==> src/rtl/nec_ir_pulse_decoder_defines.svh <==
// Assertion macros for the NEC pulse decoder.
// They sample on clk and are disabled while rst_n is low.
`ifndef NEC_IR_PULSE_DECODER_DEFINES_SVH
`define NEC_IR_PULSE_DECODER_DEFINES_SVH

`ifndef SYNTHESIS

`define NEC_ASSERT_IMPLY(label, ante, cons) \
    label: assert property (@(posedge clk) disable iff (!rst_n) (ante) |-> (cons)) \
        else $error("decoder assertion failed: same-cycle implication");

`define NEC_ASSERT_NEXT(label, ante, cons) \
    label: assert property (@(posedge clk) disable iff (!rst_n) (ante) |=> (cons)) \
        else $error("decoder assertion failed: next-cycle implication");

`else

`define NEC_ASSERT_IMPLY(label, ante, cons)

`define NEC_ASSERT_NEXT(label, ante, cons)

`endif

`endif

==> src/rtl/nec_ir_pkg.sv <==
`default_nettype none

package nec_ir_pkg;

    localparam int unsigned DUR_W = 16;
    localparam int unsigned BYTE_W = 8;
    localparam int unsigned CNT_W = 3;
    localparam int unsigned CFG_IDX_W = 3;

    typedef logic [DUR_W-1:0] dur_t;
    typedef logic [BYTE_W-1:0] byte_t;
    typedef logic [CNT_W-1:0] cnt_t;
    typedef logic [CFG_IDX_W-1:0] cfg_idx_t;

    typedef enum logic [1:0] {
        ST_IDLE    = 2'd0,
        ST_START   = 2'd1,
        ST_RECEIVE = 2'd2
    } state_t;

    typedef enum logic [1:0] {
        OP_FALL    = 2'd0,
        OP_RISE    = 2'd1,
        OP_TIMEOUT = 2'd2
    } op_t;

    localparam cfg_idx_t CFG_START_HIGH = 3'd0;
    localparam cfg_idx_t CFG_START_LOW  = 3'd1;
    localparam cfg_idx_t CFG_BIT_HIGH   = 3'd2;
    localparam cfg_idx_t CFG_ZERO_LOW   = 3'd3;
    localparam cfg_idx_t CFG_ONE_LOW    = 3'd4;
    localparam cfg_idx_t CFG_TOLERANCE  = 3'd5;

    localparam dur_t RST_START_HIGH = 16'd9000;
    localparam dur_t RST_START_LOW  = 16'd4500;
    localparam dur_t RST_BIT_HIGH   = 16'd560;
    localparam dur_t RST_ZERO_LOW   = 16'd560;
    localparam dur_t RST_ONE_LOW    = 16'd1690;
    localparam dur_t RST_TOLERANCE  = 16'd200;

    localparam cnt_t LAST_BIT = 3'd7;

endpackage

`default_nettype wire

==> src/rtl/nec_ir_pulse_decoder.sv <==
// Channel  | Handshake              | Payload
// ---------+------------------------+---------------------------------
// input    | in_valid / in_ready    | op[1:0], pulse_us[15:0]
// result   | out_valid / out_ready  | data_byte[7:0]
// config   | cfg_valid / cfg_ready  | cfg_index[2:0], cfg_data[15:0]
//
// An accepted item sits in the input register while the tolerance compares and
// the state update run, and a finished byte is then registered in the result
// register; one item per cycle is taken unless a byte-completing item waits.
// An item that completes a byte waits in the input register while the result
// register is still full; other items pass regardless of the output side.
// Reset restores the default timings, idle state and an empty pipeline.
`default_nettype none

`include "nec_ir_pulse_decoder_defines.svh"

module nec_ir_pulse_decoder (
    input  logic                      clk,
    input  logic                      rst_n,
    input  logic                      in_valid,
    output logic                      in_ready,
    input  logic [1:0]                op,
    input  nec_ir_pkg::dur_t          pulse_us,
    output logic                      out_valid,
    input  logic                      out_ready,
    output nec_ir_pkg::byte_t         data_byte,
    input  logic                      cfg_valid,
    output logic                      cfg_ready,
    input  nec_ir_pkg::cfg_idx_t      cfg_index,
    input  nec_ir_pkg::dur_t          cfg_data
);

    import nec_ir_pkg::*;

    dur_t   start_high_reg;
    dur_t   start_low_reg;
    dur_t   bit_high_reg;
    dur_t   zero_low_reg;
    dur_t   one_low_reg;
    dur_t   tolerance_reg;

    logic       stage_valid_reg;
    logic [1:0] stage_op_reg;
    dur_t       stage_dur_reg;

    state_t state_reg;
    state_t state_next;
    byte_t  partial_reg;
    byte_t  partial_next;
    cnt_t   count_reg;
    cnt_t   count_next;

    logic   out_valid_reg;
    byte_t  out_byte_reg;

    logic   emit;
    byte_t  emit_byte;
    logic   fire;
    logic   match_start_high;
    logic   match_start_low;
    logic   match_bit_high;
    logic   match_zero;
    logic   match_one;
    byte_t  shifted;

    function automatic logic near(input dur_t dur, input dur_t expect_us, input dur_t tol);
        dur_t diff;
        diff = (dur > expect_us) ? (dur - expect_us) : (expect_us - dur);
        return diff < tol;
    endfunction

    assign cfg_ready = 1'b1;

    always_ff @(posedge clk or negedge rst_n)
    begin
        if (!rst_n)
        begin
            start_high_reg <= RST_START_HIGH;
            start_low_reg  <= RST_START_LOW;
            bit_high_reg   <= RST_BIT_HIGH;
            zero_low_reg   <= RST_ZERO_LOW;
            one_low_reg    <= RST_ONE_LOW;
            tolerance_reg  <= RST_TOLERANCE;
        end
        else if (cfg_valid)
        begin
            case (cfg_index)
                CFG_START_HIGH: start_high_reg <= cfg_data;
                CFG_START_LOW:  start_low_reg  <= cfg_data;
                CFG_BIT_HIGH:   bit_high_reg   <= cfg_data;
                CFG_ZERO_LOW:   zero_low_reg   <= cfg_data;
                CFG_ONE_LOW:    one_low_reg    <= cfg_data;
                CFG_TOLERANCE:  tolerance_reg  <= cfg_data;
                default:        ;
            endcase
        end
    end

    assign match_start_high = near(stage_dur_reg, start_high_reg, tolerance_reg);
    assign match_start_low  = near(stage_dur_reg, start_low_reg, tolerance_reg);
    assign match_bit_high   = near(stage_dur_reg, bit_high_reg, tolerance_reg);
    assign match_zero       = near(stage_dur_reg, zero_low_reg, tolerance_reg);
    assign match_one        = near(stage_dur_reg, one_low_reg, tolerance_reg);

    // Zero is checked first, so a one is only shifted in when zero misses.
    // The received bit lands at position 7 - count, which is ~count.
    always_comb
    begin
        shifted = partial_reg;
        shifted[~count_reg] = !match_zero;
    end

    always_comb
    begin
        state_next   = state_reg;
        partial_next = partial_reg;
        count_next   = count_reg;
        emit         = 1'b0;
        emit_byte    = shifted;
        case (state_reg)
            ST_START:
            begin
                case (stage_op_reg)
                    OP_FALL:
                    begin
                        if (!match_start_high)
                            state_next = ST_IDLE;
                    end
                    OP_RISE:
                    begin
                        if (match_start_low)
                        begin
                            partial_next = '0;
                            count_next   = '0;
                            state_next   = ST_RECEIVE;
                        end
                        else
                            state_next = ST_IDLE;
                    end
                    default: ;
                endcase
            end
            ST_RECEIVE:
            begin
                case (stage_op_reg)
                    OP_FALL:
                    begin
                        if (!match_bit_high)
                            state_next = ST_IDLE;
                    end
                    OP_RISE:
                    begin
                        if (match_zero || match_one)
                        begin
                            if (count_reg == LAST_BIT)
                            begin
                                emit         = 1'b1;
                                partial_next = '0;
                                count_next   = '0;
                            end
                            else
                            begin
                                partial_next = shifted;
                                count_next   = count_reg + cnt_t'(1);
                            end
                        end
                        else
                            state_next = ST_IDLE;
                    end
                    OP_TIMEOUT: state_next = ST_IDLE;
                    default: ;
                endcase
            end
            default:
            begin
                state_next = ST_IDLE;
                if (stage_op_reg == OP_RISE)
                    state_next = ST_START;
            end
        endcase
    end

    // An item that produces no byte never waits on the result register.
    assign fire     = stage_valid_reg && (!emit || !out_valid_reg || out_ready);
    assign in_ready = !stage_valid_reg || fire;

    always_ff @(posedge clk or negedge rst_n)
    begin
        if (!rst_n)
            stage_valid_reg <= 1'b0;
        else if (in_ready)
            stage_valid_reg <= in_valid;
    end

    always_ff @(posedge clk)
    begin
        if (in_ready && in_valid)
        begin
            stage_op_reg  <= op;
            stage_dur_reg <= pulse_us;
        end
    end

    always_ff @(posedge clk or negedge rst_n)
    begin
        if (!rst_n)
        begin
            state_reg   <= ST_IDLE;
            partial_reg <= '0;
            count_reg   <= '0;
        end
        else if (fire)
        begin
            state_reg   <= state_next;
            partial_reg <= partial_next;
            count_reg   <= count_next;
        end
    end

    always_ff @(posedge clk or negedge rst_n)
    begin
        if (!rst_n)
            out_valid_reg <= 1'b0;
        else if (fire && emit)
            out_valid_reg <= 1'b1;
        else if (out_ready)
            out_valid_reg <= 1'b0;
    end

    always_ff @(posedge clk)
    begin
        if (fire && emit)
            out_byte_reg <= emit_byte;
    end

    assign out_valid = out_valid_reg;
    assign data_byte = out_byte_reg;

    `NEC_ASSERT_IMPLY(a_byte_only_from_receive, $rose(out_valid_reg), $past(state_reg == ST_RECEIVE))
    `NEC_ASSERT_NEXT(a_clear_after_byte, fire && emit, (count_reg == '0) && (partial_reg == '0))
    `NEC_ASSERT_IMPLY(a_idle_exits_to_start, fire && (state_reg == ST_IDLE) && (state_next != ST_IDLE), state_next == ST_START)

endmodule

`default_nettype wire

==> config.mk <==
export PLATFORM = sky130hd
export DESIGN_NAME = nec_ir_pulse_decoder
export DESIGN_NICKNAME = d
export VERILOG_FILES = /design/src/rtl/nec_ir_pkg.sv /design/src/rtl/nec_ir_pulse_decoder.sv
export VERILOG_INCLUDE_DIRS = /design/src /design/src/rtl
export SDC_FILE = /design/constraint.sdc
export NUM_CORES = 1
export LEC_CHECK = 0
export BUFFER_PORTS_ARGS = -buffer_cell sky130_fd_sc_hd__buf_2
export CORE_ASPECT_RATIO = 1.2
export CORE_MARGIN = 5
export CORE_UTILIZATION = 25
export CTS_CLUSTER_SIZE = 20
export DETAILED_ROUTE_END_ITERATION = 6
export PLACE_DENSITY = 0.48
export SYNTH_ARGS = -nofsm -noshare
export SYNTH_HDL_FRONTEND = slang
export SYNTH_SLANG_ARGS = --single-unit
==> constraint.sdc <==
create_clock -name clk -period 7.96 [get_ports clk]
set_input_delay 0.398 -clock clk [delete_from_list [all_inputs] [get_ports clk]]
set_output_delay 0.398 -clock clk [all_outputs]
set_load 0.01 [all_outputs]
Yosys cells after proc, flatten, opt, wreduce, memory -nomap -nowiden
Cells that the tools add are included.

cells by class
  $add $sub $neg = 11
  magnitude comparators = 12
  equal/unequal tests = 19
  mux-type cells = 34
  bitwise gates (word level) = 1
  reductions and logical operators = 24

operators by type and width
  kind                                                                    number
  16-bit subtractor                                                       10
  16-bit > comparator                                                     5
  16-bit < comparator                                                     5
  16-bit two-way mux                                                      5
  8-bit two-way mux                                                       5
  8-bit case mux with 2 select lines                                      1
  3-bit two-way mux                                                       5
  2-bit AND reduction                                                     6
  6-bit AND reduction                                                     2
  3-bit equality test (second input constant)                             3
  3-bit != test (second input constant)                                   3
  8-bit bitwise mux                                                       1
  1-bit two-way mux                                                       8
  2-bit two-way mux                                                       4
  2-bit != test (second input constant)                                   4
  2-bit case mux with 2 select lines                                      2
  3-bit by 2-bit equality test with 1-bit output (second input constant)  2
  2-bit case mux with 3 select lines                                      1
  3-bit case mux with 2 select lines                                      1
  2-bit by 1-bit equality test with 1-bit output (second input constant)  2
  2-bit equality test (second input constant)                             2
  1-bit logical AND                                                       4
  1-bit zero test                                                         4
  1-bit logical OR                                                        4
  11 further kinds                                                        12

word-level totals
  bits in registers = 137
  input port bits = 42
  output and inout bits = 11
  logic and storage cells = 115

Longest topological paths before layout
  depth after elaboration = 13
  mapped depth = 26
  gate-level depth less buffers = 23

Least setup slack after synthesis
OpenSTA, ideal clock, no wires.

  path type = register to register
  from = reg stage_dur_reg[0]
  to = reg stage_dur_reg[0], enable pin
  library setup time = 0.395 ns
  data arrival time = 5.017 ns
  required time = 7.565 ns
  slack = 2.549 ns
  cell stages (with the launch flop) = 24
  path buffers = 2
  clock period less this slack = 5.411 ns
  path through = edfxtp_1 > inv_1 > ha_1 > inv_1 > fa_1 > a21oi_1 > o21ai_0 > a21oi_1 > nor2_1 > o21ai_2 > buf_2 > buf_2 > mux2_2 > ha_1 > a21boi_0 > o21a_1 > o211ai_1 > nand2_1 > a221oi_1 > o21ai_1 > o31ai_1 > nand4_1 > nor2_1 > nor2b_1

between the ends
  longest elaborated chain between the ends = 13
  elaborated cells between the ends (all ways) = 20
  classes of those cells = add/sub: 4; order compare: 4; mux: 5; reduce/logical: 7

RTL lines
  element                                                   line                         RTL
  from (decl)                                               nec_ir_pulse_decoder.sv:44   dur_t stage_dur_reg;
  from (signal assigned)                                    nec_ir_pulse_decoder.sv:200  stage_dur_reg <= pulse_us;
  16-bit subtractor or 16-bit > comparator (tied branches)  nec_ir_pulse_decoder.sv:68   diff = (dur > expect_us) ? (dur - expect_us) : (expect_us - dur);
  16-bit two-way mux                                        nec_ir_pulse_decoder.sv:68
  16-bit < comparator                                       nec_ir_pulse_decoder.sv:69   return diff < tol;
  1-bit logical OR (*)                                      nec_ir_pulse_decoder.sv:153  if (match_zero || match_one)
  1-bit two-way mux (*)                                     nec_ir_pulse_decoder.sv:153
  1-bit two-way mux (*)                                     nec_ir_pulse_decoder.sv:145  case (stage_op_reg)
  1-bit two-way mux (*)                                     nec_ir_pulse_decoder.sv:120  case (state_reg)
  1-bit zero test (*)                                       nec_ir_pulse_decoder.sv:184  assign fire = stage_valid_reg && (!emit || !out_valid_reg || out_ready);
  1-bit logical OR (*) (2 in a row)                         nec_ir_pulse_decoder.sv:184
  1-bit logical AND (*)                                     nec_ir_pulse_decoder.sv:184
  1-bit logical OR (*)                                      nec_ir_pulse_decoder.sv:185  assign in_ready = !stage_valid_reg || fire;
  1-bit logical AND (*)                                     nec_ir_pulse_decoder.sv:197  if (in_ready && in_valid)

Mark *: on every way between the ends. The rest lies on a longest branch, timed or not.
A chain may end at the register's enable or synchronous reset.

Final worst setup path
  from = reg stage_dur_reg[0]
  to = out in_ready

between the ends
  longest elaborated chain between the ends = 12
  elaborated cells between the ends (all ways) = 19
  classes of those cells = add/sub: 4; order compare: 4; mux: 5; reduce/logical: 6

RTL lines
  element                                                   line                         RTL
  16-bit subtractor or 16-bit > comparator (tied branches)  nec_ir_pulse_decoder.sv:68
  16-bit two-way mux                                        nec_ir_pulse_decoder.sv:68
  16-bit < comparator                                       nec_ir_pulse_decoder.sv:69
  1-bit logical OR (*)                                      nec_ir_pulse_decoder.sv:153
  1-bit two-way mux (*)                                     nec_ir_pulse_decoder.sv:153
  1-bit two-way mux (*)                                     nec_ir_pulse_decoder.sv:145
  1-bit two-way mux (*)                                     nec_ir_pulse_decoder.sv:120
  1-bit zero test (*)                                       nec_ir_pulse_decoder.sv:184
  1-bit logical OR (*) (2 in a row)                         nec_ir_pulse_decoder.sv:184
  1-bit logical AND (*)                                     nec_ir_pulse_decoder.sv:184
  1-bit logical OR (*)                                      nec_ir_pulse_decoder.sv:185
  to (decl)                                                 nec_ir_pulse_decoder.sv:21   output logic in_ready,

Marks and branches as above.

==> impl_metrics.toml <==
[worst_setup_path]
endpoint_kind = "output port"
r2r_start = "stage_dur_reg[0]$_DFFE_PP_"
cp_num_buf_inv = 4
cp-start-kind = "flop"
worst-path-max-fanout = 26
cp_data_arrival_time_ns = 6.52
critPathSlowestCell = "o21ai_2"
crit_cells = 23
ff2ff_setup_slack_ns = 1.42
endpoint = "in_ready"
cp.required_ns = 7.56
crit_chain = "inv_1 > ha_1 > inv_1 > fa_1 > a21oi_1 > o21ai_0 > a21oi_1 > nor2_1 > o21ai_2 > mux2_2 > a21boi_1 > o21ai_1 > xor2_1 > ha_1 > nand4_1 > nor2_1 > a221oi_1 > o21ai_1 > o31ai_1 > nand4_1 > nor2_1 > inv_1 > buf_2"
ff2ff_path_depth = 23
startpoint = "stage_dur_reg[0]$_DFFE_PP_"
critPathKind = "flop to output port"
critPathTopFamily = "compound AO/OA/AOI/OAI gates"
critPathMaxStageDelay_ns = 0.91
reg2reg_to = "stage_dur_reg[6]$_DFFE_PP_"

[yosys]
yosys.area_share.adder = 0.224
synth_edf_count = 26
ys_seq_area_frac = 0.257
syn_avg_cell_area_sq_um = 8.84
synthFlopType = "dfrtp_1"
yosys_warnings = 0
muxShareOfSynthArea = 0.0843
ys_async_sr_fraction = 0.810
syn-num-nets = 1867
synth-compound-area-share = 0.207
ys_types = 77
synthSimpleGateAreaFrac = 0.124
synth_top_family_by_area = "adder cells"
synthXorXnorAreaFrac = 0.0439
synth-seq-cells = 137
netlist_instances = 1581
netlist_area_sq_um = 14000

[detailed_routing]
drt_iter0_markers = 722
first_pass_iters = 5
via_count = 11416
drt-total-wl_mm = 43.8
drc = 0
viasPerCell = 4.86
wl_per_cell_microns = 18.7
ant_nets = 0

[clocking]
postCtsHoldBufs = 0
cts_root_buffer = "clkbuf_16"
cts_resized = 0
cts_tree = "done"
htreeDepth = 4
clock_sinks = 137
ctsLongestPathBuffers = 2
clk_pin_slew_ns = 0.06
cts_setup_buffers = 0
insertion_delay_ns = 0.46
cts_made_buffers = 17

[global_routing]
grt_max_degree = 60
grt_pass1_wl_mm = 68.2
antenna_found_initial = 1
grtUsageTotal = 0.145
grt_remaining_overflow = 0
grt_pass1_vias = 11555

[sta]
timing.final.crit_share = 0.869
min_period_ns = 6.92
rsz0062_at_grt = "false"
fin_setup_tns_ns = 0
skew_ns = 0.0125
tightest_slew_ns = 1.20
hold_viol = 0
hold_ws_ns = 0.0498
slew-limit-headroom = 0.201
final-max-slew-violation-count = 0
fmax_mhz = 145
setup_viol = 0

[floorplanning]
start_util = 0.251
pin_count = 53
row_count = 95
dieArea_sq_um = 60800
die_w_microns = 226
core_sq_um = 55700
die_h_microns = 269

[power_and_ir_drop]
powerDensity_nw_per_um2 = 291
max-vdd-ir-drop_mv = 0.139
seqPwrFrac = 0.209
p_comb_frac = 0.583
power.switching_mw = 2.00
intPower_mw = 2.58
clockPowerShare = 0.208
leakage_nw = 7.27
swShare = 0.437

[layout]
stdcell_count = 2347
final_common_cell = "ha_1"
final_util = 0.282
drive_above_1_share = 0.130
syn_to_final_growth_pct = 12.4
multi_input_area_sq_um = 9600
final_area_sq_um = 15700
antenna-diode-count = 0
seqCellArea_sq_um = 3590
nNetsFinal = 1893
n_fill_cell = 5873
layout_common_cells = "ha_1 (234), inv_1 (157), nand2_1 (132)"

[place]
place_inst = 2315
io_buffers = 51
placed_area_sq_um = 15000
gp_congestion = 0.881
dp_hpwl_mm = 35.2

[job]
max-cap-violations = 0

[run_status]
run_status = "finished, final reports clean"

[hold_path]
min_path_type = "input port to async pin"
==> power groups by stage <==
stage	logic, mW	clock network [mW]	registers (mW)
final	2.67	0.952	0.956
after global routing	3.02	0.998	0.972
after CTS	2.67	0.974	0.956
after detailed placement	2.65	0	0.968
after global placement	2.62	0	0.962
after floorplan	1.99	0	0.934
==> worst min-delay path by stage <==
stage / start / end / slack [ns] / depth (start not counted)
global route: pulse_us[3] / stage_dur_reg[3]$_DFFE_PP_ / 0.10 / 1
finish: rst_n / zero_low_reg[15]$_DFFE_PN0P_ / 0.05 / 1
floorplan: rst_n / bit_high_reg[0]$_DFFE_PN0P_ / 0.10 / 0
global placement: partial_reg[2]$_DFFE_PN0P_ / partial_reg[2]$_DFFE_PN0P_ / 0.47 / 1
CTS: rst_n / partial_reg[1]$_DFFE_PN0P_ / 0.07 / 1
detailed placement: partial_reg[2]$_DFFE_PN0P_ / partial_reg[2]$_DFFE_PN0P_ / 0.49 / 1
==> cells by family after synthesis <==
family	after synthesis
buf+inv	214
xor+xnor	70
other cells	1
compound gates	454
fa+ha+maj	244
flops	137
mux	109
simple gates	352
==> per-stage QoR <==
step                worst slack [ns]  total power [mW]
floorplan                       2.55              2.93
global placement                1.56              3.58
detailed placement              1.39              3.61
CTS                            0.975              4.60
global route                   0.407              4.99
finish                          1.04              4.58
==> synthesized netlist by cell type (all sizes together) (10+ instances only) <==
library cell | n | area (sq um)
ha | 234 | 2930
inv | 157 | 589
o21ai | 141 | 724
nand2 | 132 | 495
a21oi | 114 | 586
dfrtp | 86 | 2150
mux2 | 67 | 758
a21o | 59 | 443
nor2 | 54 | 203
xnor2 | 43 | 377
mux2i | 42 | 420
clkbuf | 36 | 135
nor2b | 32 | 200
nand4 | 27 | 169
xor2 | 27 | 236
edfxtp | 26 | 781
dfstp | 25 | 657
nand3 | 22 | 110
buf | 21 | 111
a31oi | 20 | 125
nor3 | 19 | 100
o21bai | 15 | 113
o211ai | 14 | 105
nand2b | 13 | 81.3
a21boi | 12 | 90.1
and3 | 12 | 75.1
a211oi | 11 | 82.6
a221oi | 11 | 133
and2 | 10 | 62.6
fa | 10 | 200
o21a | 10 | 75.1
==> per-layer routing <==
layer	vias to the layer above	share of wire	GRT usage
met5	-	0.00030	0
met4	2	0.025	0.0445
met3	55	0.032	0.0218
met2	222	0.49	0.253
met1	5463	0.45	0.185
li1	5674	-	-
==> area by class of cell <==
type	count	area share
inverters	157	0.0375
clock inverters	14	0.0155
multi-input cells	1230	0.611
clock buffers	18	0.0273
repair buffers	64	0.0226
flip-flops and latches	137	0.228
well taps	727	0.0579
(Power assumes the default switching activity.)
